$ cat config.mk
export PLATFORM = sky130hd
export DESIGN_NAME = svc_div_cell
export DESIGN_NICKNAME = d
export VERILOG_FILES = /design/src/hdl/svc_div_cell.sv
export SDC_FILE = /design/constraint.sdc
export NUM_CORES = 1
export LEC_CHECK = 0
export BUFFER_PORTS_ARGS = -buffer_cell sky130_fd_sc_hd__buf_2
export CAP_MARGIN = 5
export CORE_MARGIN = 1.5
export CORE_UTILIZATION = 51
export CTS_BUF_LIST = sky130_fd_sc_hd__clkbuf_8 sky130_fd_sc_hd__clkbuf_16
export DETAILED_ROUTE_END_ITERATION = 8
export PLACE_DENSITY = 0.8
export SLEW_MARGIN = 20
export SYNTH_ARGS = -nofsm -noshare
export SYNTH_HDL_FRONTEND = slang
export SYNTH_SLANG_ARGS = --single-unit
$ cat constraint.sdc
create_clock -name clock -period 5.4 [get_ports clock]
set_input_delay 1.08 -clock clock [delete_from_list [all_inputs] [get_ports clock]]
set_output_delay 1.08 -clock clock [all_outputs]
set_load 0.1 [all_outputs]
$ cat src/hdl/svc_div_cell.sv
// -----------------------------------------------------------------------------
// svc_div_cell: one quotient bit of a restoring division
// Remainder stays below the divisor; one compare and subtract per cell.
// -----------------------------------------------------------------------------
module svc_div_cell (
   input  logic        clock,
   input  logic        en,
   input  logic [20:0] den,
   input  logic [20:0] rem_i,
   input  logic [7:0]  quo_i,
   output logic [20:0] rem_o,
   output logic [7:0]  quo_o
);

   logic [20:0] rem_ff, rem_in;
   logic [7:0]  quo_ff, quo_in;
   logic [21:0] r2;
   logic        ge;

   always_comb begin
      r2     = {rem_i, 1'b0};
      ge     = (r2 >= {1'b0, den});
      rem_in = ge ? 21'(r2 - {1'b0, den}) : r2[20:0];
      quo_in = {quo_i[6:0], ge};
   end

   always_ff @(posedge clock) begin
      if (en) begin
         rem_ff <= rem_in;
         quo_ff <= quo_in;
      end
   end

   assign rem_o = rem_ff;
   assign quo_o = quo_ff;

endmodule

* After elaboration in Yosys (flattened, before gate mapping) *
Index checks and enable logic that the tools add are counted.

storage, ports and cells
  flip-flop bits (word level) = 29
  input bits = 52
  word-level logic and storage cells = 6

cells by class
  $add $sub $neg = 1
  $lt $le $gt $ge = 1
  muxes and demuxes = 1

operators with widths
  operator                                          count
  22-bit by 21-bit >= comparator with 1-bit output  1
  21-bit 2-to-1 mux                                 1
  21-bit subtractor                                 1

* Logic depth before layout (Yosys ltp) *
  word-level depth = 2
  gate-level depth with buffers = 11
  mapped depth without buffers = 9

* Least setup slack after synthesis *
No wires, ideal clock.

  kind = input-to-reg
  start = input port den[0]
  end = register rem_ff[10], in the netlist rem_o[10] (data pin)
  setup time = 260 ps
  data arrival time = 2967 ps
  slack = 2173 ps
  cell stages on the path = 9
  path through = fa_1 > nand2b_1 > a211oi_4 > nor2b_2 > o31ai_2 > a211oi_4 > inv_4 > buf_8 > mux2_4

between the ends
  word-level cells in the longest chain between the ends = 2
  elaborated cells on any way between the ends = 3
  classes of those cells = add/sub (1); order compare (1); mux (1)

RTL lines
  element                                                                                       RTL line  RTL
  from (decl)                                                                                   8         input logic [20:0] den,
  21-bit subtractor / 22-bit by 21-bit >= comparator with 1-bit output (equally long branches)  23, 22
  21-bit 2-to-1 mux (*)                                                                         23        rem_in = ge ? 21'(r2 - {1'b0, den}) : r2[20:0];
  named net rem_in[10]                                                                          15        logic [20:0] rem_ff, rem_in;
  to (signal assigned)                                                                          29        rem_ff <= rem_in;
  to (decl)                                                                                     15

Mark *: on every way through the listed nets, which the timed path passes. The rest lies on a longest branch.
A chain may end at the register's enable or synchronous reset.

* Worst setup path in the final report *
  start = input port den[0]
  end = register rem_ff[14], in the netlist rem_o[14] (data pin)

The elaborated chain is that of the path after synthesis.

==> results by group <==
Outcome
  – Status: finished clean

Global routing
  – Largest net degree at the start of global routing: 30
  – Vias in the first global route: approximately 2000
  – Initial antenna violation count: 0
  – First-pass GRT wire length: about 9000 microns
  – Global Route Usage Sum: 0.207
  – Grt ovf: 0

Clocking
  – H-Tree Level Count: 2
  – Clock Path Buffers: 2
  – Clock slew at reported path FFs: 0.06 ns
  – Setup Fix Bufs, Post-CTS: 0
  – CTS tree: done
  – CTS root buf: clkbuf_8
  – Cts bufs inserted: 5
  – CTS sink cnt: 29
  – Hold buffers post-CTS: 0
  – CTS resizes: 0

Setup path
  – Critical Path AT: approximately 3.4 ns
  – Crit path launch type: input port
  – Critical path cell sequence: buf_2 -> fa_1 -> nand2b_1 -> a211oi_4 -> nor2b_2 -> o31ai_2 -> a211oi_4 -> inv_4 -> mux2_4
  – Crit path largest cell delay: roughly 0.45 ns
  – Most common cell on crit path: a211oi_4
  – Critical path class: input port to flop
  – Crit path required time: ~5.4 ns
  – CP Capture Type: flop
  – Critical path peak fanout: 20
  – Critical-path top delay cell: fa_1

Drt
  – DRC Markers: 0
  – Post-route antenna net violation count: 0
  – Overall via count from detail_route: approximately 2200
  – Routed len/inst: 13.9 microns
  – Routed vias/inst: 5.45
  – Starting DRT DRC Count: 97
  – 1st-pass router iterations: 4
  – WL final: about 5600 microns

Timing
  – Max-slew violations: 0
  – Setup Total Neg Slack: 0 ns
  – Slew Limit Headroom: 0.553
  – Final hold vios: 0
  – Slew @ Worst Pin: about 0.67 ns
  – Worst Hold Slack: 0.976 ns
  – RSZ-0062 raised after global routing: false
  – Final setup fails: 0
  – Final period util: 0.624
  – Max Fclk: 297 MHz
  – Tmin final: approximately 3.4 ns

Floorplanning
  – Cell Rows: 25
  – Core area: 0.00482 sq mm
  – Starting density of the core: 0.541
  – DIE WIDTH: ~74 microns
  – # IOs: a little over 80
  – Die Y: 74.5 microns
  – DIE AREA: between 0.005 and 0.006 sq mm

Synth
  – Largest cells by area after synthesis: edfxtp_1 33%, ha_1 10%, mux2_4 9.8%
  – Post-synthesis instance area: between 0.002 and 0.003 sq mm
  – Synth Instances: between 200 and 300
  – Seq/Total Area, Yosys: 0.334
  – Syn_nets: ~330
  – Synth Flop Type: edfxtp_1
  – Synth async-reset ratio: 0
  – Yosys cell types: 56
  – Commonest cells in the netlist: 29 x edfxtp_1, 29 x inv_1, 21 x ha_1
  – FF+latch count, synth: 29
  – Syn_area_per_cell: 10.1 sq um
  – Leading area contributor after synthesis: edfxtp_1
  – EDFF count, synth: 29
  – YS warnings: 0
  – Area fraction of the dominant cell type after synthesis: 0.334

Hold path
  – Worst hold path class: input port to flop

Job
  – Max Cap Viol: 0

Cells and area
  – Ant. Diodes: 0
  – FILL cells: around 430
  – Area of the multi-input gates: approximately 0.0015 sq mm
  – Sequential cell area: 871 sq um
  – Layout cell share with drive strength beyond 1: 0.357
  – Post-route design area: about 0.0031 sq mm
  – Nets: 409
  – Area growth syn-to-layout: 18.6%
  – Fin cells: a little over 400

Power and ir drop
  – Leak: between 1 and 1.5 nW
  – Power Density: 308 mW/mm^2
  – Total Power: ~950 uW
  – VDD IR max: 123 uV

Placed design
  – I/O Buffers: 79
  – Placed Instances: 395
  – Gpl congestion: between 0.8 and 0.9
  – DP Wirelength: ~4200 microns
  – Placed cell areas: 0.00301 sq mm
[flip-flops by register name, summed over array words and instances (netlist names)]
register / count
rem_o: 21
quo_o: 8
[worst max-delay path, delay by kind of cell]
family | cells | cell delay (ns)
fa+ha+maj | 1 | 0.45
simple gates | 2 | 0.32
mux | 1 | 0.34
compound gates | 3 | 0.74
buf+inv | 2 | 0.45
[layer usage]
metal  routed length (microns)  vias up  global-route usage
li1                          -     1099                   -
met1                      2490     1018               0.260
met2                      2700       72               0.366
met3                       323        8              0.0339
met4                        77        0              0.0626
met5                         0        -                   0
[metrics by stage]
step | util | setup slack [ns]
final | 0.642 | 2.03
after global routing | 0.642 | 1.90
after CTS | 0.642 | 2.03
after detailed placement | 0.625 | 1.75
after global placement | 0.625 | 1.80
after floorplan | - | 2.17
[area by class of cell]
| cell class | count | area share |
|---|---|---|
| clock inverter | 3 | 0.00405 |
| multi-input combinational | 190 | 0.500 |
| clock buffer | 5 | 0.0223 |
| inverter | 30 | 0.0372 |
| tap | 67 | 0.0271 |
| timing repair buffer | 79 | 0.128 |
| sequential | 29 | 0.282 |
[final timing paths]
| kind | startpoint | to | slack [ns] | cells after the start |
|---|---|---|---|---|
| worst max-delay path | den[0] | rem_o[14]$_DFFE_PP_ | 2.03 | 9 |
| worst min-delay path | quo_i[5] | quo_o[6]$_DFFE_PP_ | 0.98 | 1 |
[cell usage in the layout (no fill, tap or decap), types with 7 or more instances in the layout]
cell type,Yosys,routed
buf_2,4,79
edfxtp_1,29,29
mux2_4,17,17
ha_1,21,21
nand2_1,15,15
o21ai_0,7,7
nand3_1,9,9
a21oi_1,18,18
nor2_1,16,16
xnor2_1,10,10
inv_1,29,29
[where the power goes]
group | leakage (nW) | switching (mW) | internal (mW) | total (mW)
clock network | 0.0430 | 0.0825 | 0.0865 | 0.169
logic | 1.09 | 0.352 | 0.137 | 0.489
registers | 0.284 | 0.00597 | 0.288 | 0.294
[kinds of logic after synthesis]
group                      after synthesis  share of synthesized area
xor gates and xnor gates                15                     0.0504
muxes                                   21                      0.114
buffers and inverters                   40                     0.0735
and+or+nand+nor                         63                      0.122
DFF                                     29                      0.334
adders and majority gates               22                      0.108
AOI/OAI and AO/OA                       69                      0.197
(Power assumes the default switching activity.)
