**config.mk**
```make
export PLATFORM = sky130hd
export DESIGN_NAME = svc_sqrt_cell
export DESIGN_NICKNAME = d
export VERILOG_FILES = /design/src/hdl/svc_sqrt_cell.sv
export SDC_FILE = /design/constraint.sdc
export NUM_CORES = 1
export LEC_CHECK = 0
export ABC_AREA = 1
export BUFFER_PORTS_ARGS = -buffer_cell sky130_fd_sc_hd__buf_2
export CORE_MARGIN = 2
export CORE_UTILIZATION = 45
export DETAILED_ROUTE_END_ITERATION = 10
export HOLD_SLACK_MARGIN = 0.02
export PLACE_DENSITY = 0.89
export SLEW_MARGIN = 15
export SYNTH_ARGS = -nofsm -noshare
export SYNTH_HDL_FRONTEND = slang
export SYNTH_SLANG_ARGS = --single-unit
```
**constraint.sdc**
```tcl
create_clock -name clock -period 1.7 [get_ports clock]
set_input_delay 0.085 -clock clock [delete_from_list [all_inputs] [get_ports clock]]
set_output_delay 0.085 -clock clock [all_outputs]
set_load 0.005 [all_outputs]
```
**src/hdl/svc_sqrt_cell.sv**
```systemverilog
// -----------------------------------------------------------------------------
// svc_sqrt_cell: one digit of a restoring integer square root
// Brings down two radicand bits and decides one root bit.
// -----------------------------------------------------------------------------
module svc_sqrt_cell (
   input  logic        clock,
   input  logic        en,
   input  logic [41:0] rad_i,
   input  logic [22:0] rem_i,
   input  logic [20:0] root_i,
   output logic [41:0] rad_o,
   output logic [22:0] rem_o,
   output logic [20:0] root_o
);

   logic [41:0] rad_ff, rad_in;
   logic [22:0] rem_ff, rem_in;
   logic [20:0] root_ff, root_in;
   logic [24:0] acc;
   logic [24:0] trial;
   logic        ge;

   always_comb begin
      acc     = {rem_i, rad_i[41:40]};
      trial   = {2'b00, root_i, 2'b01};
      ge      = (acc >= trial);
      rem_in  = ge ? 23'(acc - trial) : acc[22:0];
      root_in = {root_i[19:0], ge};
      rad_in  = {rad_i[39:0], 2'b00};
   end

   always_ff @(posedge clock) begin
      if (en) begin
         rad_ff  <= rad_in;
         rem_ff  <= rem_in;
         root_ff <= root_in;
      end
   end

   assign rad_o  = rad_ff;
   assign rem_o  = rem_ff;
   assign root_o = root_ff;

endmodule

```
=== After elaboration in Yosys (flattened, before gate mapping) ===
Index checks and enable logic that the tools add are counted.
Widths: inputs -> output; s select.

* Divide/modulo/power cells: 0
* Magnitude comparators: 1
* Eq/ne operators: 0
* Reductions and logical operators: 0
* Muxes and demuxes: 1
* Shift operators: 0
* Bitwise logic cells: 0
* Multipliers: 0
* $add $sub $neg: 1

{| class="wikitable"
|+ Operators by type and width
! cell !! count
|-
| $ge 25x23->1 || 1
|-
| $mux 23 || 1
|-
| $sub 23x23->23 || 1
|}

* Memories kept: 0
* Bits in latches: 0
* Memory bits (writable): 0
* Input port bits: 88
* Register bits after elaboration: 84
* Output and inout bits: 86
* ROM bits: 0

=== Logic depth before layout (Yosys ltp) ===
* Word-level depth: 2
* Mapped depth: 15

=== Worst setup path after synthesis ===
No wires, ideal clock.

* Path type: input to register
* Start: input port root_i[9]
* End: register rem_ff[17], in the netlist rem_o[17], data pin
* Arrival: 1422 ps
* Cell stages on the path: 13
* Path slack: 25 ps
* Data required time: 1447 ps
* Setup time: 253 ps
* Path through: inv_1 ha_1 nand2_1 inv_2 nand2_1 nand2_1 nand2_1 nand2_1 a21oi_2 nand3_2 buf_6 nand2_1 nand2_1

* Word-level cells in the longest chain between the ends: 2

{| class="wikitable"
|+ Ends and longest elaborated chain
! what !! RTL line !! source
|-
| from (decl) || 10 || <nowiki>input logic [20:0] root_i,</nowiki>
|-
| $sub 23x23->23 or $ge 25x23->1 (tied branches) || 27, 26 ||
|-
| $mux 23 (*) || 27 || <nowiki>rem_in = ge ? 23'(acc - trial) : acc[22:0];</nowiki>
|-
| via rem_in[17] || 17 || <nowiki>logic [22:0] rem_ff, rem_in;</nowiki>
|-
| to (signal assigned) || 35 || <nowiki>rem_ff <= rem_in;</nowiki>
|-
| to (decl) || 17 ||
|}

The timed path passes the listed nets; every way through them passes the cells marked *.
A chain may end at the register's enable or synchronous reset.

=== Worst setup path in the final report ===
* Start: input port root_i[6]
* End: register rem_ff[7], in the netlist rem_o[7], data pin

* Word-level cells in the longest chain between the ends: 2

{| class="wikitable"
|+ Ends and longest elaborated chain
! what !! RTL line !! source
|-
| $ge 25x23->1 || 26 || <nowiki>ge = (acc >= trial);</nowiki>
|-
| $mux 23 || 27 ||
|-
| via rem_in[7] || 17 ||
|}

The timed path passes the listed nets, and every way through them passes these cells.

==> run summary <==
OUTCOME
----------------------------------------------------------------------------------------
Run status                                                                     completed

SYNTH
----------------------------------------------------------------------------------------
Synthesis-stage register bit count                                                    84
Netlist area before placement                                                  4700 um^2
Mean Syn Cell Area                                                             8.66 um^2
Synthesis warning total                                                                0
Cell count after synthesis                                                           542
Post-synth ARST share                                                                  0
Register area share after synthesis                                                0.537
Number of enable-type register cells in the synthesized netlist                       84
Prevailing post-synth register cell                                             edfxtp_1
Yosys cell types                                                                      27

GLOBAL ROUTE
----------------------------------------------------------------------------------------
Largest net degree at the start of global routing                                     43
GR Util All Layers                                                                 0.269
Total congestion overflow after global routing                                         0
Number of global-route vias before repair                                           4981
Number of antenna violations at the first check in global routing                      0
Global-route wire length before repair                                          23600 um

TIMING
----------------------------------------------------------------------------------------
Post-Route Hold Slack                                                            74.5 ps
Unrepaired setup endpoints after global routing                                       no
Portion of the clock cycle consumed by the worst path in the final layout          0.972
Final Hold Fails                                                                       0
Setup Viol. Count Final                                                                0
Max Slew Vio Count                                                                     0
Minimum period implied by the final worst setup slack                            1650 ps
Maximum clock frequency                                                          605 MHz
Least setup slack across all paths after layout                                  47.3 ps

WORST SETUP PATH
----------------------------------------------------------------------------------------
Maximum fanout encountered on the critical timing path                                12
Crit Path Class                                                                in -> reg
CP arrival                                                                       1770 ps
CP Launch Type                                                                input port
Kind of end point of the critical path                                          register
Worst Path Required                                                              1810 ps

HOLD PATH
----------------------------------------------------------------------------------------
Number of cells traversed by the worst hold path                                       3
Hold-critical path endpoint                                                    rem_o[14]
Hold crit path type                                                            in -> reg
Startpoint of the tightest hold check path                                     rem_i[12]

FLOORPLANNING
----------------------------------------------------------------------------------------
Num ports                                                                            174
Placeable Area                                                                10200 um^2
Initial core utilization                                                           0.459
Die area                                                                      11300 um^2
Width of the die                                                                  106 um
Number of cell rows                                                                   37
Floorplan die height                                                              106 um

ROUTING
----------------------------------------------------------------------------------------
Initial DRC count                                                                    360
Drt first pass iters                                                                   5
Via count of the routed design                                                      4952
Per-cell routed wire length                                                      15.5 um
Post-route antenna net violation count                                                 0
Number of remaining DRC errors                                                         0
Via count normalized by instance count                                              5.00
Final wirelength                                                                15300 um

LAYOUT
----------------------------------------------------------------------------------------
Syn-to-layout area delta                                                           50.6%
Post-route insts no fill                                                             990
Most used cells in the layout excluding fill and tap cells                  nand2_1 (205), buf_2 (170), inv_1 (105), edfxtp_1 (84), buf_4 (73)
Filler cell count in the final layout                                                730
Final core area utilization                                                        0.691
Net count of the finished layout                                                     960
Count of inserted antenna diode cells                                                  0
Commonest non-fill, non-tap cell in the layout                                   nand2_1
Share of post-route cells with drive strength above 1                              0.321
Multi-input combinational cell area                                            1720 um^2
Storage cell area                                                              2520 um^2

POWER AND IR DROP
----------------------------------------------------------------------------------------
Lkg Pwr                                                                          3.72 nW
Power per unit of standard cell area                                         784 nW/um^2
Peak supply drop                                                                  467 uV

CTS
----------------------------------------------------------------------------------------
Inserted Clock Buffers                                                                 9
Deepest level of the CTS H-tree                                                        3
Max Root-Sink Buffers                                                                  2
Root Buffer                                                                     clkbuf_8
Setup repair bufs after CTS                                                            0
Clock transition at path regs                                                     100 ps
Clock sink total                                                                      84
CTS tree                                                                             yes

PLACE
----------------------------------------------------------------------------------------
Count of buffers from port buffering                                                 171
HPWL after DPL                                                                  10000 um
Number of placed instances with taps included                                        914
Worst setup slack before clock tree synthesis                                    -214 ps
GPL Wtd Cong                                                                       0.944

FLOW RUN
----------------------------------------------------------------------------------------
Count of max-cap constraint violations                                                 0

## how the worst max path moves through the flow
stage	to	start	depth (start not counted)	slack [ps]
finish	rem_o[7]	root_i[6]	11	50
CTS	rem_o[6]	root_i[6]	11	160
detailed placement	rem_o[6]	root_i[6]	11	-210
global route	rem_o[7]	root_i[14]	11	7
floorplan	rem_o[17]	root_i[9]	13	30
global placement	rem_o[5]	root_i[12]	11	-130
## per-stage QoR
stage          total power, W  instance area [um^2]  setup TNS (ps)
2_1_floorplan         0.00321                  4700               0
3_3_place_gp          0.00388                  6260           -2750
3_5_place_dp          0.00393                  6260           -4350
4_1_cts               0.00548                  7060               0
5_1_grt               0.00580                  7070               0
6_report              0.00554                  7070               0
## cell type report
class                   instances  share of cell area
well taps                     136              0.0241
flip-flops and latches         84               0.357
clock buffers                  10              0.0180
repair buffers                306               0.291
clock inverters                 6              0.0101
multi-input cells             342               0.243
inverters                     106              0.0563
## flip-flops by register name, summed over array words and instances (netlist names)
register,cells
rad_o,40
rem_o,23
root_o,21
## synthesized netlist by cell type (2+ instances only)
cell | n | share of area
nor2_1 | 24 | 0.019
inv_1 | 105 | 0.084
nor2_2 | 2 | 0.0027
buf_2 | 5 | 0.0053
nand4_1 | 27 | 0.036
nor3_1 | 2 | 0.0021
buf_4 | 2 | 0.0032
nand2_1 | 206 | 0.16
edfxtp_1 | 84 | 0.54
nand3_1 | 24 | 0.026
a21oi_1 | 11 | 0.012
ha_1 | 23 | 0.061
xor2_1 | 9 | 0.017
buf_6 | 2 | 0.0048
nand3_2 | 4 | 0.0085
## worst max-delay path: stages
cell and delay, ps:
buf_2 90, inv_1 40, ha_2 390, nand2_2 120, nor2_4 150, nand2_1 100, nor3_2 180, nand3_2 150
buf_4 240, nand4_1 150, nand2_1 70
## routing by layer
layer  vias to the layer above  part of all wire  global-route usage
li1                       2344                 -                   -
met1                      2266              0.37               0.298
met2                       288              0.50               0.488
met3                        54             0.081              0.0607
met4                         0             0.043               0.126
met5                         -                 0                   0
## cell families after synthesis
| kind of cell | after synthesis | synth area share |
|---|---|---|
| adders and majority gates | 23 | 0.0613 |
| AOI/OAI and AO/OA | 13 | 0.0147 |
| other | 1 | 0.000799 |
| DFF | 84 | 0.537 |
| buffers and inverters | 117 | 0.0996 |
| xor gates and xnor gates | 10 | 0.0187 |
| and+or+nand+nor | 294 | 0.268 |
## where the power goes
group	leakage (nW)	total, W	switching (W)	internal (W)
Combinational	2.80	0.00147	0.000764	0.000709
Clock	0.0935	0.00148	0.000791	0.000693
Sequential	0.822	0.00259	0.0000636	0.00252
Total	3.72	0.00554	0.00162	0.00393
## timing repair
action / in CTS / in global routing
endpoints found under the hold margin: 60 / 0
hold buffers: 60 / 0
resized for setup: 0 / 4
setup endpoints to repair: 0 / 9
No activity file was read; power rests on OpenSTA's default activity.
