**config.mk**
```make
export PLATFORM = sky130hd
export DESIGN_NAME = svc_cordic_cell
export DESIGN_NICKNAME = d
export VERILOG_FILES = /design/src/hdl/svc_pkg.sv /design/src/hdl/svc_cordic_cell.sv
export SDC_FILE = /design/constraint.sdc
export NUM_CORES = 1
export LEC_CHECK = 0
export BUFFER_PORTS_ARGS = -buffer_cell sky130_fd_sc_hd__buf_2
export CORE_ASPECT_RATIO = 0.7
export CORE_UTILIZATION = 40
export CTS_BUF_LIST = sky130_fd_sc_hd__clkbuf_8
export CTS_CLUSTER_DIAMETER = 80
export CTS_CLUSTER_SIZE = 40
export DETAILED_ROUTE_END_ITERATION = 8
export SLEW_MARGIN = 20
export SYNTH_ARGS = -nofsm -noshare
export SYNTH_HDL_FRONTEND = slang
export SYNTH_SLANG_ARGS = --single-unit
export TNS_END_PERCENT = 100
```
**constraint.sdc**
```tcl
create_clock -name clock -period 2.95 [get_ports clock]
set_clock_uncertainty 0.1 [all_clocks]
set_input_delay 0.295 -clock clock [delete_from_list [all_inputs] [get_ports clock]]
set_output_delay 0.295 -clock clock [all_outputs]
set_load 0.02 [all_outputs]
```
**src/hdl/svc_pkg.sv**
```systemverilog
// -----------------------------------------------------------------------------
// svc_pkg: shared constants for the shift vector to colour unit
// Colour wheel table, CORDIC arctangent table and chain lengths.
// -----------------------------------------------------------------------------
package svc_pkg;

   localparam int WHEEL_SIZE   = 55;
   localparam int CORDIC_STEPS = 16;
   localparam int SQRT_STEPS   = 21;
   localparam int DIV_STEPS    = 8;

   localparam int RAMP_RY = 15;
   localparam int RAMP_YG = 6;
   localparam int RAMP_GC = 4;
   localparam int RAMP_CB = 11;
   localparam int RAMP_BM = 13;
   localparam int RAMP_MR = 6;
   localparam int FULL    = 255;

   typedef logic [17:0] atan_tab_type [CORDIC_STEPS];
   // round(atan(2^-i)/pi * 2^16)
   localparam atan_tab_type ATAN_TAB = '{
      18'd16384, 18'd9672, 18'd5110, 18'd2594, 18'd1302, 18'd652, 18'd326, 18'd163,
      18'd81, 18'd41, 18'd20, 18'd10, 18'd5, 18'd3, 18'd1, 18'd1
   };

   // wheel entry: {blue, green, red}
   typedef logic [23:0] wheel_tab_type [WHEEL_SIZE];

   function automatic wheel_tab_type build_wheel();
      wheel_tab_type tab;
      int            j;
      int            r;
      int            g;
      int            b;
      for (int k = 0; k < WHEEL_SIZE; k++) begin
         if (k < RAMP_RY) begin
            j = k;
            r = FULL; g = FULL * j / RAMP_RY; b = 0;
         end else if (k < RAMP_RY + RAMP_YG) begin
            j = k - RAMP_RY;
            r = FULL - FULL * j / RAMP_YG; g = FULL; b = 0;
         end else if (k < RAMP_RY + RAMP_YG + RAMP_GC) begin
            j = k - RAMP_RY - RAMP_YG;
            r = 0; g = FULL; b = FULL * j / RAMP_GC;
         end else if (k < RAMP_RY + RAMP_YG + RAMP_GC + RAMP_CB) begin
            j = k - RAMP_RY - RAMP_YG - RAMP_GC;
            r = 0; g = FULL - FULL * j / RAMP_CB; b = FULL;
         end else if (k < RAMP_RY + RAMP_YG + RAMP_GC + RAMP_CB + RAMP_BM) begin
            j = k - RAMP_RY - RAMP_YG - RAMP_GC - RAMP_CB;
            r = FULL * j / RAMP_BM; g = 0; b = FULL;
         end else begin
            j = k - RAMP_RY - RAMP_YG - RAMP_GC - RAMP_CB - RAMP_BM;
            r = FULL; g = 0; b = FULL - FULL * j / RAMP_MR;
         end
         tab[k] = {8'(b), 8'(g), 8'(r)};
      end
      return tab;
   endfunction

   localparam wheel_tab_type WHEEL_TAB = build_wheel();

endpackage

```
**src/hdl/svc_cordic_cell.sv**
```systemverilog
// -----------------------------------------------------------------------------
// svc_cordic_cell: one vectoring CORDIC step
// Rotates (x,y) toward the x axis by atan(2^-STEP) and tracks the angle.
// -----------------------------------------------------------------------------
module svc_cordic_cell #(
   parameter int STEP = 0
) (
   input  logic               clock,
   input  logic               en,
   input  logic signed [31:0] x_i,
   input  logic signed [31:0] y_i,
   input  logic signed [17:0] z_i,
   output logic signed [31:0] x_o,
   output logic signed [31:0] y_o,
   output logic signed [17:0] z_o
);

   logic signed [31:0] x_ff, x_in;
   logic signed [31:0] y_ff, y_in;
   logic signed [17:0] z_ff, z_in;
   logic signed [31:0] xs;
   logic signed [31:0] ys;

   // floor shifts, direction from the sign of y
   always_comb begin
      xs = x_i >>> STEP;
      ys = y_i >>> STEP;
      if (!y_i[31]) begin
         x_in = x_i + ys;
         y_in = y_i - xs;
         z_in = z_i + $signed(svc_pkg::ATAN_TAB[STEP]);
      end else begin
         x_in = x_i - ys;
         y_in = y_i + xs;
         z_in = z_i - $signed(svc_pkg::ATAN_TAB[STEP]);
      end
   end

   always_ff @(posedge clock) begin
      if (en) begin
         x_ff <= x_in;
         y_ff <= y_in;
         z_ff <= z_in;
      end
   end

   assign x_o = x_ff;
   assign y_o = y_ff;
   assign z_o = z_ff;

endmodule

```
; ---- After elaboration in Yosys (flattened, before gate mapping)
; Index checks and enable logic that the tools add are counted.
[op_classes]
mux = 3
add_sub_neg = 5
[op_table]
columns = operator, count
row1 = $mux 32, 2
row2 = $sub 32x32->32, 2
row3 = $add 32x32->32, 1
row4 = $add 18x16->18 const B, 1
row5 = $mux 18, 1
row6 = $sub 18x16->18 const B, 1
[word_totals]
regBits = 82
input_bits = 84

; ---- Longest topological paths before layout
[depth]
depth_word = 2
mapped_depth = 12
ltp_nobuf = 11

; ---- Least setup slack after synthesis
; OpenSTA, ideal clock, no wires.
[synth_path]
path_kind = input to register
startpoint = input port x_i[0]
endpoint = register x_ff[24] (netlist: x_o[24]) (data pin)
path_stages = 10
required_ns = 2.583
slack_ns = 0.253
path_buffers = 0
arrival_ns = 2.330
setup_ns = 0.267
cell_sequence = ha_1 fa_1 nor2b_1 o21ai_0 a311oi_1 o211ai_1 a311oi_1 or3_1 mux2i_1 o211ai_1
[synth_between]
elab_chain_cells = 2
elab_cells_between_ends = 3
classes_between = add/sub: 2 / mux: 1
[synth_rtl]
columns = element, line_no
row1 = from (decl), svc_cordic_cell.sv:10  ; input logic signed [31:0] x_i,
row2 = $add 32x32->32 or $sub 32x32->32 (tied branches), "svc_cordic_cell.sv:29, svc_cordic_cell.sv:33"
row3 = $mux 32 (*), svc_cordic_cell.sv:28  ; if (!y_i[31]) begin
row4 = named net x_in[24], svc_cordic_cell.sv:18  ; logic signed [31:0] x_ff, x_in;
row5 = to (signal assigned), svc_cordic_cell.sv:41  ; x_ff <= x_in;
row6 = to (decl), svc_cordic_cell.sv:18
; The timed path passes the listed nets; every way through them passes the cells marked *.
; A chain may end at the register's enable or synchronous reset.

; ---- Worst setup path after layout
[layout_path]
startpoint = input port x_i[0]
endpoint = register x_ff[30] (netlist: x_o[30]) (data pin)
; Same word-level chain as after synthesis.

==> impl_results.md <==
- Area Growth Syn to Fin: 29.9%
- Initial antenna violation count: 0
- Setup-failing EPs final: 0
- Total Wirelength: 27.9 mm
- Worst Setup SP: x_i[0]
- Synthesized Nets: 1,151
- Number of max-cap violations: 0
- Dpl hpwl: 22.9 mm
- Clock Sinks: 81
- Worst Tran Pin Value: 739 ps
- Syn Area/Cell: about 8.5 um2
- Most frequent cells after synthesis: a21oi_1, inv_1, ha_1
- Clock network power share: approximately a fifth
- Sw frac: 39.7%
- Crit path arrival time: 2900 ps
- CTS tree: yes
- Final critical-path required period: between 2000 and 3000 ps
- Power Internal: around 2.7 mW
- Layout cell share with drive strength beyond 1: 27.5%
- H-tree levels: 3
- Vert. Die Dim: 122 um
- Hold Path Origin: z_i[14]
- CP max FO: 4
- Flops & latches, synth: between 80 and 90
- Num rows: 43
- Hold WS: approximately 150 ps
- Pwr per Cell Area: around 420 nW/um2
- Seq pwr share: 34.2%
- Max IR drop VDD: between 0.2 and 0.25 mV
- IO Pins: about 170
- Yosys warning total: 0
- Sw power: about 1.8 mW
- Max Slew Vio Count: 0
- Routed via count: approximately 8,500
- Post-synthesis instance area: between 8000 and 9000 um2
- Clk slew on worst S/H paths: about 80 ps
- Post-route ant nets: 0
- Initial Util: between 40% and 50%
- Root buffer selected by CTS: clkbuf_8
- CP Launch Type: input port
- Vias per std cell: about 5.5
- Status: finished, final reports clean
- Max-slew headroom: just over 50%
- Detailed Route Iter0 Violations: about 1,000
- First-pass GRT wire length: 42.9 mm
- DR WL/cell: roughly 18 um
- Core Box Area: around 20,000 um2
- Crit end category: flop
- Post-synth top flop: edfxtp_1
- Sequential share of the synthesized area: slightly below 30%
- Die area: between 20,000 and 25,000 um2
- FFs w/ async S/R, synth: 0%
- EDFF count, synth: slightly above 80
- Final Wtd Congestion: between 0.9 and 1
- Combinational fraction of design power: between 40% and 50%
- Largest cells by area after synthesis: edfxtp_1, ha_1, a21oi_1
- RSZ-0062 raised after global routing: false
- Yosys cell types: 70
- F_max: about 350 MHz
- WP data required: about 3000 ps
- Total global-route track usage: a little over a quarter
- Final Hold Vio Count: 0
- Global route total overflow: 0
- Area leader, netlist: edfxtp_1
- Largest net degree at the start of global routing: 45
- TritonCTS Buffers: 9
- HP Class: in2reg
- Top-count cell post-synth: a21oi_1
- Vias in the first global route: 7,541
- Total design power: ~4.5 mW
- 1st-pass router iterations: 6
- Final nets: about 1,400
- Die width: 174 um
- # port buffers: 165
- Fin crit share: between 90 and 100%
- Top cell type's share of synthesized area: 29.5%
- Core Util, Final: about 53%
- Drc violations: 0
- Clk buf depth: 2
- Ant. Diodes: 0
- LEAKAGE: approximately 5.0 nW
- Post-CTS Repair Setup Buffers: 0
- Critical path class: in2reg
- Syn Inst Count: a little under 1,000
power by group through the flow:
stage          sequential, mW  combinational (mW)  clock (mW)
2_1_floorplan            1.79               0.935           0
3_3_place_gp             1.57                1.98           0
6_report                 1.54                2.05       0.921
3_5_place_dp             1.57                1.98           0
4_1_cts                  1.54                2.01       0.944
5_1_grt                  1.56                2.20       0.995
metrics by stage:
step / cells / TNS, ps / worst slack [ps] / instance area (um2)
finish: 1532 / 0 / 64.3 / 10700
global route: 1532 / 0 / 3.49 / 10700
CTS: 1532 / 0 / 92.6 / 10700
detailed placement: 1502 / -4180 / -297 / 10300
global placement: 1502 / -3830 / -280 / 10300
floorplan: 967 / 0 / 253 / 8240
logic make-up (layout without fill, tap and decap cells):
logic type               after synthesis  after routing  share of synthesized area, %
AO/OA/AOI/OAI                        353            353                          27.8
XOR/XNOR                              54             54                          5.74
adder cells (fa/ha/maj)              100            100                          15.6
buffers and inverters                147            442                          6.90
flip-flops                            81             81                          29.5
multiplexers                           7              7                         0.851
AND/OR/NAND/NOR                      225            225                          13.6
sequential cells by signal, indices dropped and copies added (netlist names):
register	flops
z_o	18
x_o	31
y_o	32
layout by cell type, fill, tap and decap left out, types with 7 or more instances in the layout:
cell type | netlist | routed
o2111ai_1 | 8 | 8
a211oi_1 | 13 | 13
or3_1 | 10 | 10
nand2b_1 | 11 | 11
nand2_1 | 45 | 45
xnor2_1 | 50 | 50
nor3_1 | 15 | 15
o21ai_0 | 64 | 64
o21bai_1 | 25 | 25
o211ai_1 | 18 | 18
o21a_1 | 12 | 12
nor2_1 | 68 | 68
edfxtp_1 | 81 | 81
buf_2 | 4 | 164
nand3_1 | 13 | 13
dlygate4sd3_1 | 0 | 14
o31ai_1 | 11 | 11
a21o_1 | 31 | 31
mux2i_1 | 7 | 7
inv_1 | 97 | 97
a21oi_1 | 107 | 107
nor2b_1 | 14 | 13
nand4_1 | 12 | 12
ha_1 | 96 | 96
a31oi_1 | 12 | 11
buf_4 | 3 | 145
clkbuf_8 | 0 | 9
final cells by class:
type | instances | area, um2
clock buffers | 9 | 124
flip-flops and latches | 81 | 2430
fillers | 1976 | 9320
multi-input cells | 739 | 5250
repair buffers | 325 | 2090
clock inverters | 7 | 83.8
well taps | 270 | 338
inverters | 101 | 379
metal layers:
metal  GRT usage, %  vias to the layer above  part of all wire (%)
met1           44.7                     3911                    52
met2           31.9                      481                    35
met5              0                        -                     0
met3           6.37                       12                    12
met4           3.98                        0                  0.70
li1               -                     4094                     -
timing repair:
item	4_1_cts	5_1_grt
endpoints found under the hold margin	14	0
gates resized for setup	0	4
hold buffers	14	0
endpoints found under the setup margin	0	9
worst paths after layout:
check,endpoint,depth (start not counted)
setup / recovery,x_o[30]$_DFFE_PP_,12
hold / removal,z_o[14]$_DFFE_PP_,2
worst max-delay path: stages:
cell      delay, ps
buf_2           110
ha_1            230
fa_1            410
nor2b_2         200
o21ai_0         240
buf_4           170
a311o_1         240
a31oi_2         160
and4b_2         310
o21ai_1         280
or3_1           150
o211ai_1        100
Note: power is estimated with default switching activity, not from simulation.
